===== config.mk =====
export PLATFORM = sky130hd
export DESIGN_NAME = mouse_motion_coalescing_fifo
export DESIGN_NICKNAME = d
export VERILOG_FILES = /design/src/design/mmcf_pkg.sv /design/src/design/mmcf_ctrl.sv /design/src/design/mmcf_datapath.sv /design/src/design/mouse_motion_coalescing_fifo.sv
export SDC_FILE = /design/constraint.sdc
export NUM_CORES = 1
export LEC_CHECK = 0
export BUFFER_PORTS_ARGS = -buffer_cell sky130_fd_sc_hd__buf_2
export CAP_MARGIN = 20
export CORE_MARGIN = 2
export CORE_UTILIZATION = 35
export CTS_BUF_LIST = sky130_fd_sc_hd__clkbuf_16
export DETAILED_ROUTE_END_ITERATION = 16
export PLACE_DENSITY = 0.48
export SLEW_MARGIN = 30
export SYNTH_ARGS = -nofsm -noshare
export SYNTH_HDL_FRONTEND = slang
export SYNTH_SLANG_ARGS = --single-unit

===== constraint.sdc =====
create_clock -name clock -period 10.1 [get_ports clock]
set_input_delay 0 -clock clock [delete_from_list [all_inputs] [get_ports clock]]
set_output_delay 0 -clock clock [all_outputs]
set_load 0.01 [all_outputs]

===== src/design/mmcf_pkg.sv =====
`default_nettype none
// ----------------------------------------------------------------------------
// Mouse motion coalescing FIFO package
// Shared types, command codes and defaults for the coalescing report ring.
// ----------------------------------------------------------------------------
package mmcf_pkg;

   // Default number of ring slots; the ring holds one entry less than this.
   localparam int DEPTH_DEFAULT = 16;

   // Request command codes.
   localparam logic CMD_PUSH = 1'b0;
   localparam logic CMD_POP  = 1'b1;

   // One queued pointer report.
   typedef struct packed {
      logic [7:0]        buttons;
      logic signed [7:0] dx;
      logic signed [7:0] dy;
      logic signed [7:0] wheel;
   } entry_type;

   // Commands from the controller to the datapath.
   typedef struct packed {
      logic push;       // Accepted push: merge or append, load result.
      logic pop_read;   // Accepted pop on a non-empty ring: read oldest slot.
      logic pop_empty;  // Accepted pop on an empty ring: load empty result.
      logic pop_load;   // Read data is ready: load it as the result.
   } cmd_type;

   // Status from the datapath to the controller.
   typedef struct packed {
      logic empty;
   } status_type;

   // Controller states.
   typedef enum logic [1:0] {
      ST_IDLE     = 2'b01,
      ST_POP_WAIT = 2'b10
   } state_type;

endpackage : mmcf_pkg
`default_nettype wire


===== src/design/mmcf_ctrl.sv =====
`default_nettype none
// ----------------------------------------------------------------------------
// Mouse motion coalescing FIFO controller
// Handshake control, pop sequencing and the result valid register.
// ----------------------------------------------------------------------------
module mmcf_ctrl (
   input  wire logic                 clock,
   input  wire logic                 reset,
   input  wire logic                 req_valid,
   input  wire logic                 req_command,
   output logic                      req_stall,
   output logic                      rsp_valid,
   input  wire logic                 rsp_stall,
   input  wire mmcf_pkg::status_type status,
   output mmcf_pkg::cmd_type         cmd
);

   mmcf_pkg::state_type state_ff, state_in;
   logic                rsp_valid_ff, rsp_valid_in;
   logic                accept;
   logic                slot_busy;
   logic                load;

   // A new transaction is taken only in idle and when the result slot frees up.
   assign slot_busy = rsp_valid_ff && rsp_stall;
   assign req_stall = (state_ff != mmcf_pkg::ST_IDLE) || slot_busy;
   assign accept    = req_valid && !req_stall;

   // Commands to the datapath.
   always_comb begin
      cmd.push      = accept && (req_command == mmcf_pkg::CMD_PUSH);
      cmd.pop_read  = accept && (req_command == mmcf_pkg::CMD_POP) && !status.empty;
      cmd.pop_empty = accept && (req_command == mmcf_pkg::CMD_POP) && status.empty;
      cmd.pop_load  = (state_ff == mmcf_pkg::ST_POP_WAIT);
   end

   // Next state: a pop with data waits in ST_POP_WAIT for the memory read.
   always_comb begin
      state_in = state_ff;
      unique case (state_ff)
         mmcf_pkg::ST_IDLE: begin
            if (cmd.pop_read) begin
               state_in = mmcf_pkg::ST_POP_WAIT;
            end
         end
         mmcf_pkg::ST_POP_WAIT: begin
            state_in = mmcf_pkg::ST_IDLE;
         end
         default: begin
            state_in = mmcf_pkg::ST_IDLE;
         end
      endcase
   end

   // The result register fills on any load and empties when taken.
   assign load = cmd.push || cmd.pop_empty || cmd.pop_load;

   always_comb begin
      priority if (load) begin
         rsp_valid_in = 1'b1;
      end else if (!rsp_stall) begin
         rsp_valid_in = 1'b0;
      end else begin
         rsp_valid_in = rsp_valid_ff;
      end
   end

   always_ff @(posedge clock) begin
      if (reset) begin
         state_ff     <= mmcf_pkg::ST_IDLE;
         rsp_valid_ff <= 1'b0;
      end else begin
         state_ff     <= state_in;
         rsp_valid_ff <= rsp_valid_in;
      end
   end

   assign rsp_valid = rsp_valid_ff;

endmodule : mmcf_ctrl
`default_nettype wire


===== src/design/mmcf_datapath.sv =====
`default_nettype none
// ----------------------------------------------------------------------------
// Mouse motion coalescing FIFO datapath
// Ring memory, indices, newest-entry copy, merge arithmetic and result fields.
// ----------------------------------------------------------------------------
module mmcf_datapath #(
   parameter int DEPTH = mmcf_pkg::DEPTH_DEFAULT
) (
   input  wire logic                 clock,
   input  wire logic                 reset,
   input  wire mmcf_pkg::cmd_type    cmd,
   output mmcf_pkg::status_type      status,
   input  wire logic [7:0]           req_in_buttons,
   input  wire logic signed [7:0]    req_in_dx,
   input  wire logic signed [7:0]    req_in_dy,
   input  wire logic signed [7:0]    req_in_wheel,
   output logic                      rsp_data_valid,
   output logic [7:0]                rsp_out_buttons,
   output logic signed [7:0]         rsp_out_dx,
   output logic signed [7:0]         rsp_out_dy,
   output logic signed [7:0]         rsp_out_wheel,
   output logic                      rsp_merged,
   output logic                      rsp_dropped_oldest
);

   localparam int IDX_W = $clog2(DEPTH);
   localparam logic [IDX_W-1:0] LAST_SLOT = IDX_W'(DEPTH - 1);

   // Ring slot index with wraparound at DEPTH.
   function automatic logic [IDX_W-1:0] wrap_next(input logic [IDX_W-1:0] idx);
      logic [IDX_W-1:0] res;
      if (idx == LAST_SLOT) begin
         res = '0;
      end else begin
         res = idx + 1'b1;
      end
      return res;
   endfunction

   mmcf_pkg::entry_type mem [DEPTH];
   mmcf_pkg::entry_type rd_data_ff;
   mmcf_pkg::entry_type newest_ff, newest_in;
   mmcf_pkg::entry_type in_entry, sum_entry;
   logic [IDX_W-1:0]    wr_idx_ff, wr_idx_in;
   logic [IDX_W-1:0]    rd_idx_ff, rd_idx_in;
   logic [IDX_W-1:0]    wr_next, last_idx, mem_waddr;
   logic                empty, full, do_merge, fits;
   logic [8:0]          sum_dx, sum_dy, sum_wheel;

   logic                data_valid_ff;
   mmcf_pkg::entry_type out_ff;
   logic                merged_ff, dropped_ff;

   assign empty        = (rd_idx_ff == wr_idx_ff);
   assign status.empty = empty;
   assign wr_next      = wrap_next(wr_idx_ff);
   assign full         = (wr_next == rd_idx_ff);
   assign last_idx     = (wr_idx_ff == '0) ? LAST_SLOT : wr_idx_ff - 1'b1;

   assign in_entry = '{buttons: req_in_buttons, dx: req_in_dx, dy: req_in_dy,
                       wheel: req_in_wheel};

   // Nine-bit sums against the newest entry; a sum fits when its top two bits agree.
   assign sum_dx    = {newest_ff.dx[7], newest_ff.dx} + {req_in_dx[7], req_in_dx};
   assign sum_dy    = {newest_ff.dy[7], newest_ff.dy} + {req_in_dy[7], req_in_dy};
   assign sum_wheel = {newest_ff.wheel[7], newest_ff.wheel}
                      + {req_in_wheel[7], req_in_wheel};
   assign fits = (sum_dx[8] == sum_dx[7]) && (sum_dy[8] == sum_dy[7])
                 && (sum_wheel[8] == sum_wheel[7]);
   assign do_merge = !empty && (newest_ff.buttons == req_in_buttons) && fits;

   assign sum_entry = '{buttons: req_in_buttons, dx: sum_dx[7:0], dy: sum_dy[7:0],
                        wheel: sum_wheel[7:0]};

   // Index and newest-entry updates.
   always_comb begin
      wr_idx_in = wr_idx_ff;
      rd_idx_in = rd_idx_ff;
      newest_in = newest_ff;
      mem_waddr = wr_idx_ff;
      if (cmd.push) begin
         if (do_merge) begin
            newest_in = sum_entry;
            mem_waddr = last_idx;
         end else begin
            newest_in = in_entry;
            wr_idx_in = wr_next;
            if (full) begin
               rd_idx_in = wrap_next(rd_idx_ff);
            end
         end
      end else if (cmd.pop_read) begin
         rd_idx_in = wrap_next(rd_idx_ff);
      end
   end

   always_ff @(posedge clock) begin
      if (reset) begin
         wr_idx_ff <= '0;
         rd_idx_ff <= '0;
      end else begin
         wr_idx_ff <= wr_idx_in;
         rd_idx_ff <= rd_idx_in;
      end
   end

   always_ff @(posedge clock) begin
      newest_ff <= newest_in;
   end

   // Ring memory: one write port, one registered read port.
   always_ff @(posedge clock) begin
      if (cmd.push) begin
         mem[mem_waddr] <= newest_in;
      end
   end

   always_ff @(posedge clock) begin
      if (cmd.pop_read) begin
         rd_data_ff <= mem[rd_idx_ff];
      end
   end

   // Result payload register.
   always_ff @(posedge clock) begin
      if (cmd.push) begin
         data_valid_ff <= 1'b0;
         out_ff        <= '0;
         merged_ff     <= do_merge;
         dropped_ff    <= !do_merge && full;
      end else if (cmd.pop_empty) begin
         data_valid_ff <= 1'b0;
         out_ff        <= '0;
         merged_ff     <= 1'b0;
         dropped_ff    <= 1'b0;
      end else if (cmd.pop_load) begin
         data_valid_ff <= 1'b1;
         out_ff        <= rd_data_ff;
         merged_ff     <= 1'b0;
         dropped_ff    <= 1'b0;
      end
   end

   assign rsp_data_valid     = data_valid_ff;
   assign rsp_out_buttons    = out_ff.buttons;
   assign rsp_out_dx         = out_ff.dx;
   assign rsp_out_dy         = out_ff.dy;
   assign rsp_out_wheel      = out_ff.wheel;
   assign rsp_merged         = merged_ff;
   assign rsp_dropped_oldest = dropped_ff;

endmodule : mmcf_datapath
`default_nettype wire


===== src/design/mouse_motion_coalescing_fifo.sv =====
`default_nettype none
// ----------------------------------------------------------------------------
// Mouse motion coalescing FIFO
// Ring queue of pointer reports that sums same-button pushes into the newest entry.
// ----------------------------------------------------------------------------
// Usage:
// The request channel (req_*) carries one command per transaction: a push of a
// report (buttons, dx, dy, wheel) or a pop of the oldest queued report. Every
// request yields exactly one transaction on the response channel (rsp_*).
// A push is merged into the newest entry when the buttons match and all three
// sums stay in -128..127; otherwise it is appended, and a full ring drops its
// oldest entry first. The ring holds DEPTH-1 entries.
// Timing: a push or a pop of an empty ring has its response registered in the
// cycle after acceptance, so pushes sustain one transaction per cycle while the
// receiver does not stall. A pop that returns data reads the ring memory through
// its registered read port, waits in ST_POP_WAIT and then loads the result; no
// new request is taken until that load.
// Reset empties the ring (both indices zero) and clears the response valid.
// While the receiver stalls a held response, req_stall is raised and no new
// request is taken; the response payload holds steady.
// ----------------------------------------------------------------------------
module mouse_motion_coalescing_fifo #(
   parameter int DEPTH = mmcf_pkg::DEPTH_DEFAULT
) (
   input  wire logic              clock,
   input  wire logic              reset,
   input  wire logic              req_valid,
   output logic                   req_stall,
   input  wire logic              req_command,
   input  wire logic [7:0]        req_in_buttons,
   input  wire logic signed [7:0] req_in_dx,
   input  wire logic signed [7:0] req_in_dy,
   input  wire logic signed [7:0] req_in_wheel,
   output logic                   rsp_valid,
   input  wire logic              rsp_stall,
   output logic                   rsp_data_valid,
   output logic [7:0]             rsp_out_buttons,
   output logic signed [7:0]      rsp_out_dx,
   output logic signed [7:0]      rsp_out_dy,
   output logic signed [7:0]      rsp_out_wheel,
   output logic                   rsp_merged,
   output logic                   rsp_dropped_oldest
);

   mmcf_pkg::cmd_type    cmd;
   mmcf_pkg::status_type status;

   // Controller: handshake and pop sequencing.
   mmcf_ctrl u_ctrl (
      .clock       (clock),
      .reset       (reset),
      .req_valid   (req_valid),
      .req_command (req_command),
      .req_stall   (req_stall),
      .rsp_valid   (rsp_valid),
      .rsp_stall   (rsp_stall),
      .status      (status),
      .cmd         (cmd)
   );

   // Datapath: ring memory, indices and merge logic.
   mmcf_datapath #(
      .DEPTH (DEPTH)
   ) u_datapath (
      .clock              (clock),
      .reset              (reset),
      .cmd                (cmd),
      .status             (status),
      .req_in_buttons     (req_in_buttons),
      .req_in_dx          (req_in_dx),
      .req_in_dy          (req_in_dy),
      .req_in_wheel       (req_in_wheel),
      .rsp_data_valid     (rsp_data_valid),
      .rsp_out_buttons    (rsp_out_buttons),
      .rsp_out_dx         (rsp_out_dx),
      .rsp_out_dy         (rsp_out_dy),
      .rsp_out_wheel      (rsp_out_wheel),
      .rsp_merged         (rsp_merged),
      .rsp_dropped_oldest (rsp_dropped_oldest)
   );

`ifndef SYNTH
   // A memory read for a pop is always followed by loading its data.
   a_pop_read_then_load: assert property (@(posedge clock) disable iff (reset)
      cmd.pop_read |=> cmd.pop_load)
      else $error("pop read was not followed by a result load");

   // No new transaction is accepted while the pop data is being loaded.
   a_no_accept_in_wait: assert property (@(posedge clock) disable iff (reset)
      cmd.pop_load |-> !(req_valid && !req_stall))
      else $error("request accepted during pop wait");

   // A response never reports both a merge and a drop.
   a_merge_drop_exclusive: assert property (@(posedge clock) disable iff (reset)
      rsp_valid |-> !(rsp_merged && rsp_dropped_oldest))
      else $error("merged and dropped_oldest both set");

   // A response with popped data carries no push flags.
   a_pop_no_push_flags: assert property (@(posedge clock) disable iff (reset)
      (rsp_valid && rsp_data_valid) |-> (!rsp_merged && !rsp_dropped_oldest))
      else $error("pop response carries push flags");
`endif

endmodule : mouse_motion_coalescing_fifo
`default_nettype wire


==> impl_metrics.py, run 1 <==
metrics = {
    "yosys": {
        "ys_seq_area_frac": 0.725,
        "syn-num-nets": 1404,
        "synth-seq-cells": 622,
        "synthesis.area_um2": 24700,
        "synth-edff-count": 546,
        "syn_avg_cell_area_um2": 18.5,
        "synth_cell_types": 68,
        "ys_warn_count": 0,
        "ys_async_sr_fraction": 0,
        "ys.flop_type": "edfxtp_1",
        "syn_inst": 1336,
    },
    "clock_tree": {
        "ctsResizeCount": 0,
        "cts_inserted_buffers": 72,
        "cts.clk_slew.worst_paths_ns": 0.06,
        "htree_levels": 3,
        "clockRootBuffer": "clkbuf_16",
        "hold_buffers": 18,
        "cts_setup_buffers": 0,
        "cts_tree": "built",
        "insertion_delay_ns": 0.61,
        "clockBufferDepth": 3,
        "cts.sinks": 622,
    },
    "sta": {
        "tns_ns": 0,
        "slew_violations": 0,
        "hold_viol": 0,
        "rsz0062_at_grt": "no",
        "clock_skew_ns": 0.0231,
        "relSlewSlack": 0.369,
        "max_freq_mhz": 219,
        "finalWorstSetupSlack_ns": 5.54,
        "whs_ns": 0.0318,
        "setup_viol": 0,
        "period_share": 0.451,
        "fin_crit_ns": 4.56,
        "tightest_slew_ns": 0.943,
    },
    "pwr": {
        "p_sw_uw": 1480,
        "p_leak_uw": 0.00936,
        "power_density_nw_per_um2": 208,
        "vdd_ir_drop_max_mv": 0.110,
        "power_frac_comb": 0.106,
        "internal_power_uw": 4610,
        "switching_share": 0.243,
        "p_clk_frac": 0.403,
        "p_seq_frac": 0.491,
    },
    "critical_path": {
        "endpoint_kind": "register",
        "critical_path.startpoint_type": "register",
        "slowest_stage": "o21ai_1",
        "worstReg2RegEnd": "u_datapath.mem[8][0]",
        "reg2regPathDepth": 10,
        "r2r-start": "u_datapath.rd_idx_ff[2]",
        "critPathTopFamily": "simple AND/OR/NAND/NOR gates",
        "setup.worst_path.class": "register to register",
        "cp.required_ns": 10.36,
        "cp_max_fo": 38,
        "cp_num_buf_inv": 2,
        "reg2reg_slack_ns": 5.54,
        "crit_chain": "buf_4, xnor2_1, nand4_1, nand4_1, a2111o_1, and4bb_4, nand2_2, o21ai_1, nor4_2, buf_4",
        "slowest_delay_ns": 0.85,
        "crit_arrival_ns": 4.82,
    },
    "min_path": {
        "hold_path_end": "u_datapath.newest_ff[14]",
        "min-delay-start": "req_in_dy[6]",
        "min_path_cells": 3,
        "hold_class": "input port to register",
    },
    "placed_design": {
        "dp_hpwl_um": 39000,
        "port_buffers": 73,
        "gp_congestion": 0.747,
        "place_ws_ns": 5.43,
    },
    "global_routing": {
        "grt_start_max_net_pins": 103,
        "groute.usage.overall": 0.176,
        "grt_pass1_wl_um": 92200,
        "grt-ovfl-total": 0,
        "grt_pass1_vias": 13200,
        "antenna_found_initial": 3,
    },
    "detailed_routing": {
        "vias_per_cell": 5.17,
        "drcViolationCount": 0,
        "wirelength_um": 63700,
        "dr.pass1.iters": 6,
        "wl_per_cell_um": 25.6,
        "drtAntennaViolNets": 0,
        "vias": 12900,
        "drtIter0Drc": 1006,
    },
    "flow_run": {
        "maxCapViolCount": 0,
    },
    "finish": {
        "nets": 1555,
        "drive_gt1_frac": 0.285,
        "final_core_util": 0.417,
        "multi_input_area_um2": 6800,
        "syn_to_final_growth_pct": 18.3,
        "regArea_um2": 17900,
        "fill_cells": 6271,
    },
    "run_status": {
        "run_status": "completed",
    },
    "die": {
        "die_h_um": 270,
        "dieArea_um2": 72700,
        "initial_utilization": 0.353,
        "pin_count": 74,
        "die_x_um": 270,
        "coreArea_um2": 70000,
        "rows": 97,
    },
}
-- per-stage QoR --
| stage | std cells | cell area [µm²] | total power, µW |
|---|---|---|---|
| after floorplan | 1336 | 24700 | 3430 |
| after global placement | 2327 | 26600 | 3670 |
| after detailed placement | 2327 | 26600 | 3680 |
| after CTS | 2477 | 29000 | 6170 |
| after global routing | 2485 | 29200 | 6320 |
| final | 2486 | 29200 | 6090 |
-- layout by cell type, fill, tap and decap left out, types with 5 or more instances in the layout --
cell,n
buf_4,42
mux4_2,160
a21o_1,6
a31oi_1,8
clkbuf_16,72
a21oi_1,44
a31oi_4,12
edfxtp_1,546
buf_2,73
nor3_1,8
xor2_1,11
nor4_1,6
nand2_1,146
inv_6,6
clkinv_2,12
nor4_2,12
o21ai_0,6
dlygate4sd3_1,24
xnor2_1,19
clkinv_1,19
dfxtp_1,72
inv_1,29
a211oi_1,5
ha_1,28
mux2i_1,9
nand2b_1,7
nor2b_1,6
o21a_1,5
nor2_1,48
-- flip-flops by register name, summed over array words and instances (netlist names) --
register and count:
u_ctrl.rsp_valid 1, u_ctrl.state_ff 2, u_datapath.mem 512, u_datapath.newest_ff 32, u_datapath.rd_data_ff 32, u_datapath.rd_idx_ff 4
u_datapath.rsp_data_valid 1, u_datapath.rsp_dropped_oldest 1, u_datapath.rsp_merged 1, u_datapath.rsp_out_buttons 8, u_datapath.rsp_out_dx 8, u_datapath.rsp_out_dy 8
u_datapath.rsp_out_wheel 8, u_datapath.wr_idx_ff 4
-- logic make-up after synthesis --
logic type	synth area share
simple gates	0.0504
flops	0.725
fa+ha+maj	0.0166
buf+inv	0.0135
mux	0.151
xor+xnor	0.0106
compound gates	0.0329
-- worst max-delay path by stage --
stage / startpoint / endpoint / slack, ns / cells past startpoint
after floorplan: u_datapath.newest_ff[0] / u_datapath.mem[13][0] / 4.01 / 11
after global placement: u_datapath.rd_idx_ff[3] / u_datapath.mem[2][19] / 5.47 / 9
after detailed placement: u_datapath.rd_idx_ff[3] / u_datapath.mem[0][14] / 5.43 / 9
after CTS: u_datapath.rd_idx_ff[3] / u_datapath.mem[2][14] / 5.41 / 9
after global routing: u_datapath.rd_idx_ff[2] / u_datapath.mem[8][0] / 5.22 / 10
final: u_datapath.rd_idx_ff[2] / u_datapath.mem[8][0] / 5.54 / 10
-- power by group through the flow --
| stage | registers, µW | logic, µW | clock network (µW) |
|---|---|---|---|
| 2_1_floorplan | 3020 | 410 | 0 |
| 5_1_grt | 2990 | 705 | 2620 |
| 3_3_place_gp | 3040 | 629 | 0 |
| 6_report | 2990 | 644 | 2460 |
| 4_1_cts | 2990 | 648 | 2530 |
| 3_5_place_dp | 3040 | 640 | 0 |
-- cells in the mapped netlist (8+ instances only) --
library cell,count,area share
edfxtp_1,546,0.66
mux4_2,160,0.15
nand2_1,146,0.022
dfxtp_1,76,0.062
nor2_1,50,0.0076
a21oi_1,45,0.0091
clkbuf_1,43,0.0065
ha_1,28,0.014
a31oi_1,23,0.0058
xnor2_1,19,0.0067
inv_1,18,0.0027
nor4_1,18,0.0046
buf_1,13,0.0020
nor3_1,12,0.0024
xor2_1,11,0.0039
mux2i_1,9,0.0036
buf_2,8,0.0016
nand2b_1,8,0.0020
-- area by class of cell --
type | count | area share
flip-flops and latches | 622 | 0.613
well taps | 940 | 0.0402
clock inverters | 60 | 0.0153
inverters | 18 | 0.00231
clock buffers | 72 | 0.0616
multi-input cells | 630 | 0.233
diodes | 1 | 0.0000856
repair buffers | 143 | 0.0345
-- worst register-to-register path, cell delays in order (launching register included) --
cell,delay (ns)
dfxtp_2,0.31
buf_4,0.57
xnor2_1,0.21
nand4_1,0.26
nand4_1,0.21
a2111o_1,0.47
and4bb_4,0.36
nand2_2,0.44
o21ai_1,0.88
nor4_2,0.12
buf_4,0.37
-- per-layer routing --
layer,up-vias,share of wire,global-route usage
met5,-,0,0
met4,0,0.025,0.0573
met3,94,0.049,0.0289
met2,306,0.48,0.283
met1,6770,0.45,0.245
li1,5682,-,-
(Power assumes the default switching activity.)
==> run 2: changes to the inputs <==
--- a/config.mk
+++ b/config.mk
@@ -5,6 +5,7 @@
 export SDC_FILE = /design/constraint.sdc
 export NUM_CORES = 1
 export LEC_CHECK = 0
+export ABC_AREA = 1
 export BUFFER_PORTS_ARGS = -buffer_cell sky130_fd_sc_hd__buf_2
 export CAP_MARGIN = 20
 export CORE_MARGIN = 2
==> constraint.sdc (replaced) <==
create_clock -name clock -period 4.32 [get_ports clock]
set_input_delay 0 -clock clock [delete_from_list [all_inputs] [get_ports clock]]
set_output_delay 0 -clock clock [all_outputs]
set_load 0.01 [all_outputs]
==> run 2 against run 1 <==
Clock power increased by 120%. Largest power group unchanged. Sequential power grew 140%. Die area rose by 2.4%. Sequential share of layout area is 0.28 points lower. Cell area rose by 0.45%. Cell count is 28% higher. Global-route usage grew 1.4 points. Combinational power rose to 3.6 times the previous value. Critical path depth up 6.
==> impl_metrics.py, run 2 <==
metrics = {
    "sta": {
        "relSlewSlack": 0.343,
        "max_freq_mhz": 291,
        "clock_skew_ns": 0.0167,
        "period_share": 0.796,
        "fin_crit_ns": 3.44,
        "tns_ns": 0,
        "rsz0062_at_grt": "no",
        "slew_violations": 0,
        "tightest_slew_ns": 0.986,
        "setup_viol": 0,
        "whs_ns": 0.0884,
        "hold_viol": 0,
    },
    "detailed_routing": {
        "vias_per_cell": 5.23,
        "wl_met1_um": 32500,
        "wl_per_cell_um": 22.1,
        "wirelength_um": 70500,
        "vias": 16700,
        "dr_wl_met2_um": 32300,
        "drcViolationCount": 0,
        "drtIter0Drc": 1420,
        "dr.pass1.iters": 5,
        "wl_met3_um": 4090,
        "routed.top_layer": "met4",
        "drtAntennaViolNets": 0,
    },
    "yosys": {
        "synth_cell_types": 43,
        "synth_area_leaders": "edfxtp_1 65%, dfxtp_1 6.0%, o21ai_0 5.1%",
        "ys_async_sr_fraction": 0,
        "syn_inst": 2090,
        "synthesis.area_um2": 25300,
        "synth-edff-count": 546,
        "yosys.area.top_type": "edfxtp_1",
        "synth.most_common_cell": "edfxtp_1",
        "synth_top_area_share": 0.648,
        "ys.flop_type": "edfxtp_1",
        "syn-num-nets": 2158,
        "synth-seq-cells": 622,
        "syn_avg_cell_area_um2": 12.1,
        "ys_seq_area_frac": 0.708,
        "synthTopCellsByCount": "546 x edfxtp_1, 295 x nor2_1, 274 x nand2_1",
        "ys_warn_count": 0,
    },
    "critical_path": {
        "crit_chain": "ha_1, inv_1, fa_1, nand3b_1, nand2_1, a21oi_1, nand2_1, nand2_1, inv_1, nand4_4, nand2_1, nand3_1, nand2_1, nand2_1, nor2_4, buf_4",
        "cp_num_buf_inv": 3,
        "critPathTopFamily": "simple AND/OR/NAND/NOR gates",
        "slowest_delay_ns": 0.52,
        "setup.worst_path.class": "register to register",
        "crit_arrival_ns": 3.66,
        "cp_max_fo": 32,
        "cp.required_ns": 4.54,
        "critical_path.startpoint_type": "register",
        "crit_top_cell": "nand2_1",
        "slowest_stage": "buf_4",
        "endpoint_kind": "register",
    },
    "clock_tree": {
        "cts.sinks": 622,
        "clockRootBuffer": "clkbuf_16",
        "htree_levels": 3,
        "insertion_delay_ns": 0.59,
        "cts_tree": "built",
        "cts.clk_slew.worst_paths_ns": 0.06,
        "cts_setup_buffers": 0,
        "clockBufferDepth": 3,
        "cts_inserted_buffers": 69,
    },
    "finish": {
        "largest_reg_flops": 512,
        "fill_cells": 6837,
        "regMostFlops": "u_datapath.mem",
        "drive_gt1_frac": 0.129,
        "most-common-layout-cells": "546 x edfxtp_1, 278 x nor2_1, 274 x nand2_1",
        "nets": 2251,
        "fin_cells": 3187,
        "syn_to_final_growth_pct": 16.0,
        "top_regs": "u_datapath.mem: 512 flops, u_datapath.newest_ff: 32 flops, u_datapath.rd_data_ff: 32 flops",
        "final_common_cell": "edfxtp_1",
    },
    "global_routing": {
        "grt_pass1_wl_um": 105000,
        "grt_start_max_net_pins": 158,
        "antenna_found_initial": 2,
        "grt-ovfl-total": 0,
        "groute.usage.overall": 0.190,
        "grt_pass1_vias": 16600,
    },
    "flow_run": {
        "maxCapViolCount": 0,
    },
    "pwr": {
        "vdd_ir_drop_max_mv": 0.272,
        "p_leak_uw": 0.0102,
        "power_density_nw_per_um2": 504,
    },
    "die": {
        "rows": 98,
        "die_h_um": 273,
        "dieArea_um2": 74500,
        "coreArea_um2": 71600,
        "initial_utilization": 0.354,
        "pin_count": 74,
        "die_x_um": 273,
    },
    "placed_design": {
        "post-place-cells": 3041,
        "gp_congestion": 0.772,
        "dp_hpwl_um": 39300,
        "port_buffers": 73,
    },
    "min_path": {
        "hold_class": "input port to register",
    },
    "run_status": {
        "run_status": "completed",
    },
}
-- run 2: through the flow --
stage | cell area, µm² | power, µW | util | setup slack, ns
global route | 29400 | 15400 | 0.410 | 0.642
global placement | 27100 | 9520 | 0.378 | 0.935
finish | 29400 | 14800 | 0.410 | 0.881
detailed placement | 27100 | 9550 | 0.378 | 0.891
CTS | 29400 | 15000 | 0.410 | 0.867
floorplan | 25300 | 8700 | - | 0.560
-- run 2: layout make-up --
cell class | instances | area (µm²) | share of cell area
sequential | 622 | 17900 | 0.610
multi-input combinational | 1276 | 6760 | 0.230
clock buffer | 73 | 1830 | 0.0622
tap | 950 | 1190 | 0.0405
timing repair buffer | 147 | 1160 | 0.0395
inverter | 67 | 263 | 0.00895
clock inverter | 51 | 240 | 0.00818
antenna | 1 | 2.50 | 0.0000852
-- run 2: layer usage --
layer / up-vias / track usage
li1: 7783 / -
met1: 8346 / 0.265
met2: 444 / 0.304
met4: 0 / 0.0605
met3: 97 / 0.0286
met5: - / 0
-- run 2: kinds of logic (layout without fill, tap and decap cells) --
group / after synthesis / count (layout) / share of synthesized area
other: 0 / 1 / 0
buffers and inverters: 192 / 338 / 0.0304
and+or+nand+nor: 735 / 735 / 0.123
xor gates and xnor gates: 30 / 30 / 0.0104
adders and majority gates: 31 / 31 / 0.0162
AOI/OAI and AO/OA: 480 / 480 / 0.112
DFF: 622 / 622 / 0.708
-- run 2: worst reg2reg max path, delay by kind of cell (launching register included) --
family                   cells  cell delay (ns)
adder cells (fa/ha/maj)      2             0.56
AND/OR/NAND/NOR             10             1.34
AO/OA/AOI/OAI                1             0.08
flip-flops                   1             0.34
buffers and inverters        3             0.70
-- run 2: final timing paths --
| path | startpoint | endpoint | slack (ns) | cells after the start |
|---|---|---|---|---|
| worst min register to register | u_datapath.rsp_out_dx[4] | u_datapath.rsp_out_dx[4] | 0.45 | 2 |
| worst max-delay path | u_datapath.newest_ff[0] | u_datapath.mem[2][10] | 0.88 | 16 |
| worst max register to register | u_datapath.newest_ff[0] | u_datapath.mem[2][10] | 0.88 | 16 |
| worst min-delay path | req_in_dy[6] | u_datapath.newest_ff[14] | 0.09 | 3 |
-- run 2: repair_timing --
| item | in CTS | in global routing |
|---|---|---|
| endpoints found under the hold margin | 123 | 0 |
| endpoints found under the setup margin | 0 | 0 |
| resized for setup | 0 | 0 |
| hold buffers | 21 | 0 |
-- run 2: where the power goes --
group | internal, µW | leakage, µW | switching (µW) | total (µW)
clock | 3090 | 0.00110 | 2280 | 5370
combinational | 635 | 0.00351 | 1670 | 2310
sequential | 7030 | 0.00559 | 93.4 | 7120
total | 10800 | 0.0102 | 4050 | 14800
==> run 3: changes to the inputs <==
==> constraint.sdc (replaced) <==
create_clock -name clock -period 3.3 [get_ports clock]
set_input_delay 0 -clock clock [delete_from_list [all_inputs] [get_ports clock]]
set_output_delay 0 -clock clock [all_outputs]
set_load 0.01 [all_outputs]
==> run 3 against run 2 <==
Sequential power increased by 31%. First-iteration DRC count shrank 13%. Power increased by 36%. Sequential share of layout area shrank 1.4 points. Global-route usage down 0.46 points. Critical path type unchanged. Highest routed layer is now met5.
==> impl_metrics.py, run 3 (synthesized netlist as in run 2, its figures left out) <==
metrics = {
    "die": {
        "pin_count": 74,
        "coreArea_um2": 71600,
        "initial_utilization": 0.354,
        "die_h_um": 273,
        "rows": 98,
        "die_x_um": 273,
        "dieArea_um2": 74500,
    },
    "clock_tree": {
        "insertion_delay_ns": 0.61,
        "cts.clk_slew.worst_paths_ns": 0.06,
        "cts.sinks": 622,
        "htree_levels": 3,
        "cts_tree": "built",
        "cts_inserted_buffers": 71,
        "clockBufferDepth": 3,
        "clockRootBuffer": "clkbuf_16",
    },
    "finish": {
        "fin_cells": 3233,
        "syn_to_final_growth_pct": 18.8,
        "drive_gt1_frac": 0.151,
        "nets": 2293,
        "top_regs": "u_datapath.mem: 512 flops, u_datapath.newest_ff: 32 flops, u_datapath.rd_data_ff: 32 flops",
        "final_common_cell": "edfxtp_1",
        "largest_reg_flops": 512,
        "fill_cells": 6717,
        "regMostFlops": "u_datapath.mem",
        "most-common-layout-cells": "546 x edfxtp_1, 278 x nor2_1, 266 x nand2_1",
    },
    "placed_design": {
        "post-place-cells": 3069,
        "gp_congestion": 0.802,
        "dp_hpwl_um": 42600,
        "port_buffers": 73,
    },
    "global_routing": {
        "grt_pass1_vias": 16600,
        "groute.usage.overall": 0.185,
        "grt_start_max_net_pins": 187,
        "antenna_found_initial": 1,
        "grt_pass1_wl_um": 104000,
        "grt-ovfl-total": 0,
    },
    "critical_path": {
        "cp.required_ns": 3.61,
        "critical_path.startpoint_type": "register",
        "slowest_delay_ns": 0.39,
        "crit_top_cell": "nand2_2",
        "setup.worst_path.class": "register to register",
        "crit_arrival_ns": 3.44,
        "endpoint_kind": "register",
        "crit_chain": "ha_2, inv_1, fa_1, nand3b_1, nand2_2, a21oi_1, nand2_1, nand2_2, inv_2, nand4_4, nand2_2, nand3_1, nand2_2, nand2_1, buf_4, nor2_4, buf_12",
        "slowest_stage": "fa_1",
        "cp_max_fo": 16,
    },
    "detailed_routing": {
        "drtAntennaViolNets": 0,
        "drcViolationCount": 0,
        "wl_per_cell_um": 21.5,
        "vias_per_cell": 5.22,
        "drtIter0Drc": 1236,
        "vias": 16900,
        "wirelength_um": 69600,
        "dr.pass1.iters": 5,
    },
    "sta": {
        "fin_crit_ns": 3.13,
        "hold_viol": 0,
        "slew_violations": 0,
        "clock_skew_ns": 0.0206,
        "relSlewSlack": 0.363,
        "tightest_slew_ns": 0.955,
        "max_freq_mhz": 319,
        "period_share": 0.949,
        "setup_viol": 0,
    },
    "pwr": {
        "p_clk_frac": 0.374,
        "internal_power_uw": 14500,
        "p_sw_uw": 5700,
        "power_density_nw_per_um2": 670,
        "vdd_ir_drop_max_mv": 0.329,
        "p_leak_uw": 0.0105,
        "switching_share": 0.283,
        "p_total_uw": 20200,
        "power_frac_comb": 0.165,
        "p_seq_frac": 0.461,
    },
    "run_status": {
        "run_status": "completed",
    },
    "flow_run": {
        "maxCapViolCount": 0,
    },
    "min_path": {
        "hold_class": "input port to register",
    },
}
## run 3: cell count changes in the layout (fill, tap and decap cells not counted), moves of 2 or more
cell / change
inv_6: +2
nand3_4: +4
nand2_1: -8
clkinv_2: +4
bufinv_16: +4
inv_8: +2
clkinv_1: -3
nand2_2: +7
buf_12: +8
dlygate4sd3_1: +9
clkinv_8: +2
nand3_2: -4
inv_1: -6
buf_4: +18
## run 3: power groups by stage
stage               registers (µW)  logic [µW]  clock network, µW
floorplan                     9430        1960                  0
global placement              9460        3260                  0
detailed placement            9460        3290                  0
CTS                           9300        3330               7710
global route                  9320        3690               8000
finish                        9300        3330               7530
## run 3: final cells by class
cell class / instances / area, µm² / area share
Sequential cell: 622 / 17900 / 0.596
Multi-Input combinational cell: 1276 / 6820 / 0.227
Clock buffer: 71 / 1780 / 0.0591
Timing Repair Buffer: 187 / 1650 / 0.0549
Tap cell: 950 / 1190 / 0.0395
Clock inverter: 59 / 448 / 0.0149
Inverter: 67 / 265 / 0.00882
Antenna cell: 1 / 2.50 / 0.0000832
## run 3: critical path, delay by kind of cell, from the launching register on
family / cells / cell delay (ns)
AND/OR/NAND/NOR: 10 / 1.27
adder cells (fa/ha/maj): 2 / 0.58
flip-flops: 1 / 0.34
AO/OA/AOI/OAI: 1 / 0.07
buffers and inverters: 4 / 0.54
## run 3: through the flow
stage               cell area, µm²  worst slack, ns  hold WS (ns)  TNS, ns  utilization
finish                       30100            0.168        0.0837        0        0.420
global route                 30100         -0.00619        0.0954  -0.0324        0.420
CTS                          29900           0.0548        0.0279        0        0.418
detailed placement           27400           0.0690         0.256        0        0.383
global placement             27400            0.101         0.252        0        0.382
floorplan                    25300           -0.460        0.0691  -232.16            -
## run 3: layer usage
metal  share of wire  vias to the layer above  GRT usage
li1                -                     7876          -
met1            0.46                     8425      0.265
met2            0.46                      498      0.291
met3           0.060                       77     0.0316
met4           0.019                        2     0.0515
met5         0.00019                        -          0
## run 3: final timing paths
| kind | startpoint | endpoint | slack, ns | cells past startpoint |
|---|---|---|---|---|
| hold / removal | req_valid | u_datapath.rsp_dropped_oldest | 0.08 | 5 |
| setup / recovery | u_datapath.newest_ff[0] | u_datapath.mem[9][28] | 0.17 | 17 |
| hold reg to reg | u_datapath.rsp_out_buttons[4] | u_datapath.rsp_out_buttons[4] | 0.46 | 2 |
| setup reg to reg | u_datapath.newest_ff[0] | u_datapath.mem[9][28] | 0.17 | 17 |
## run 3: what timing repair did
item	CTS	global route
hold endpoints to repair	209	0
buffers inserted	0	0
setup endpoints to repair	0	511
resized for setup	0	15
hold buffers	30	0
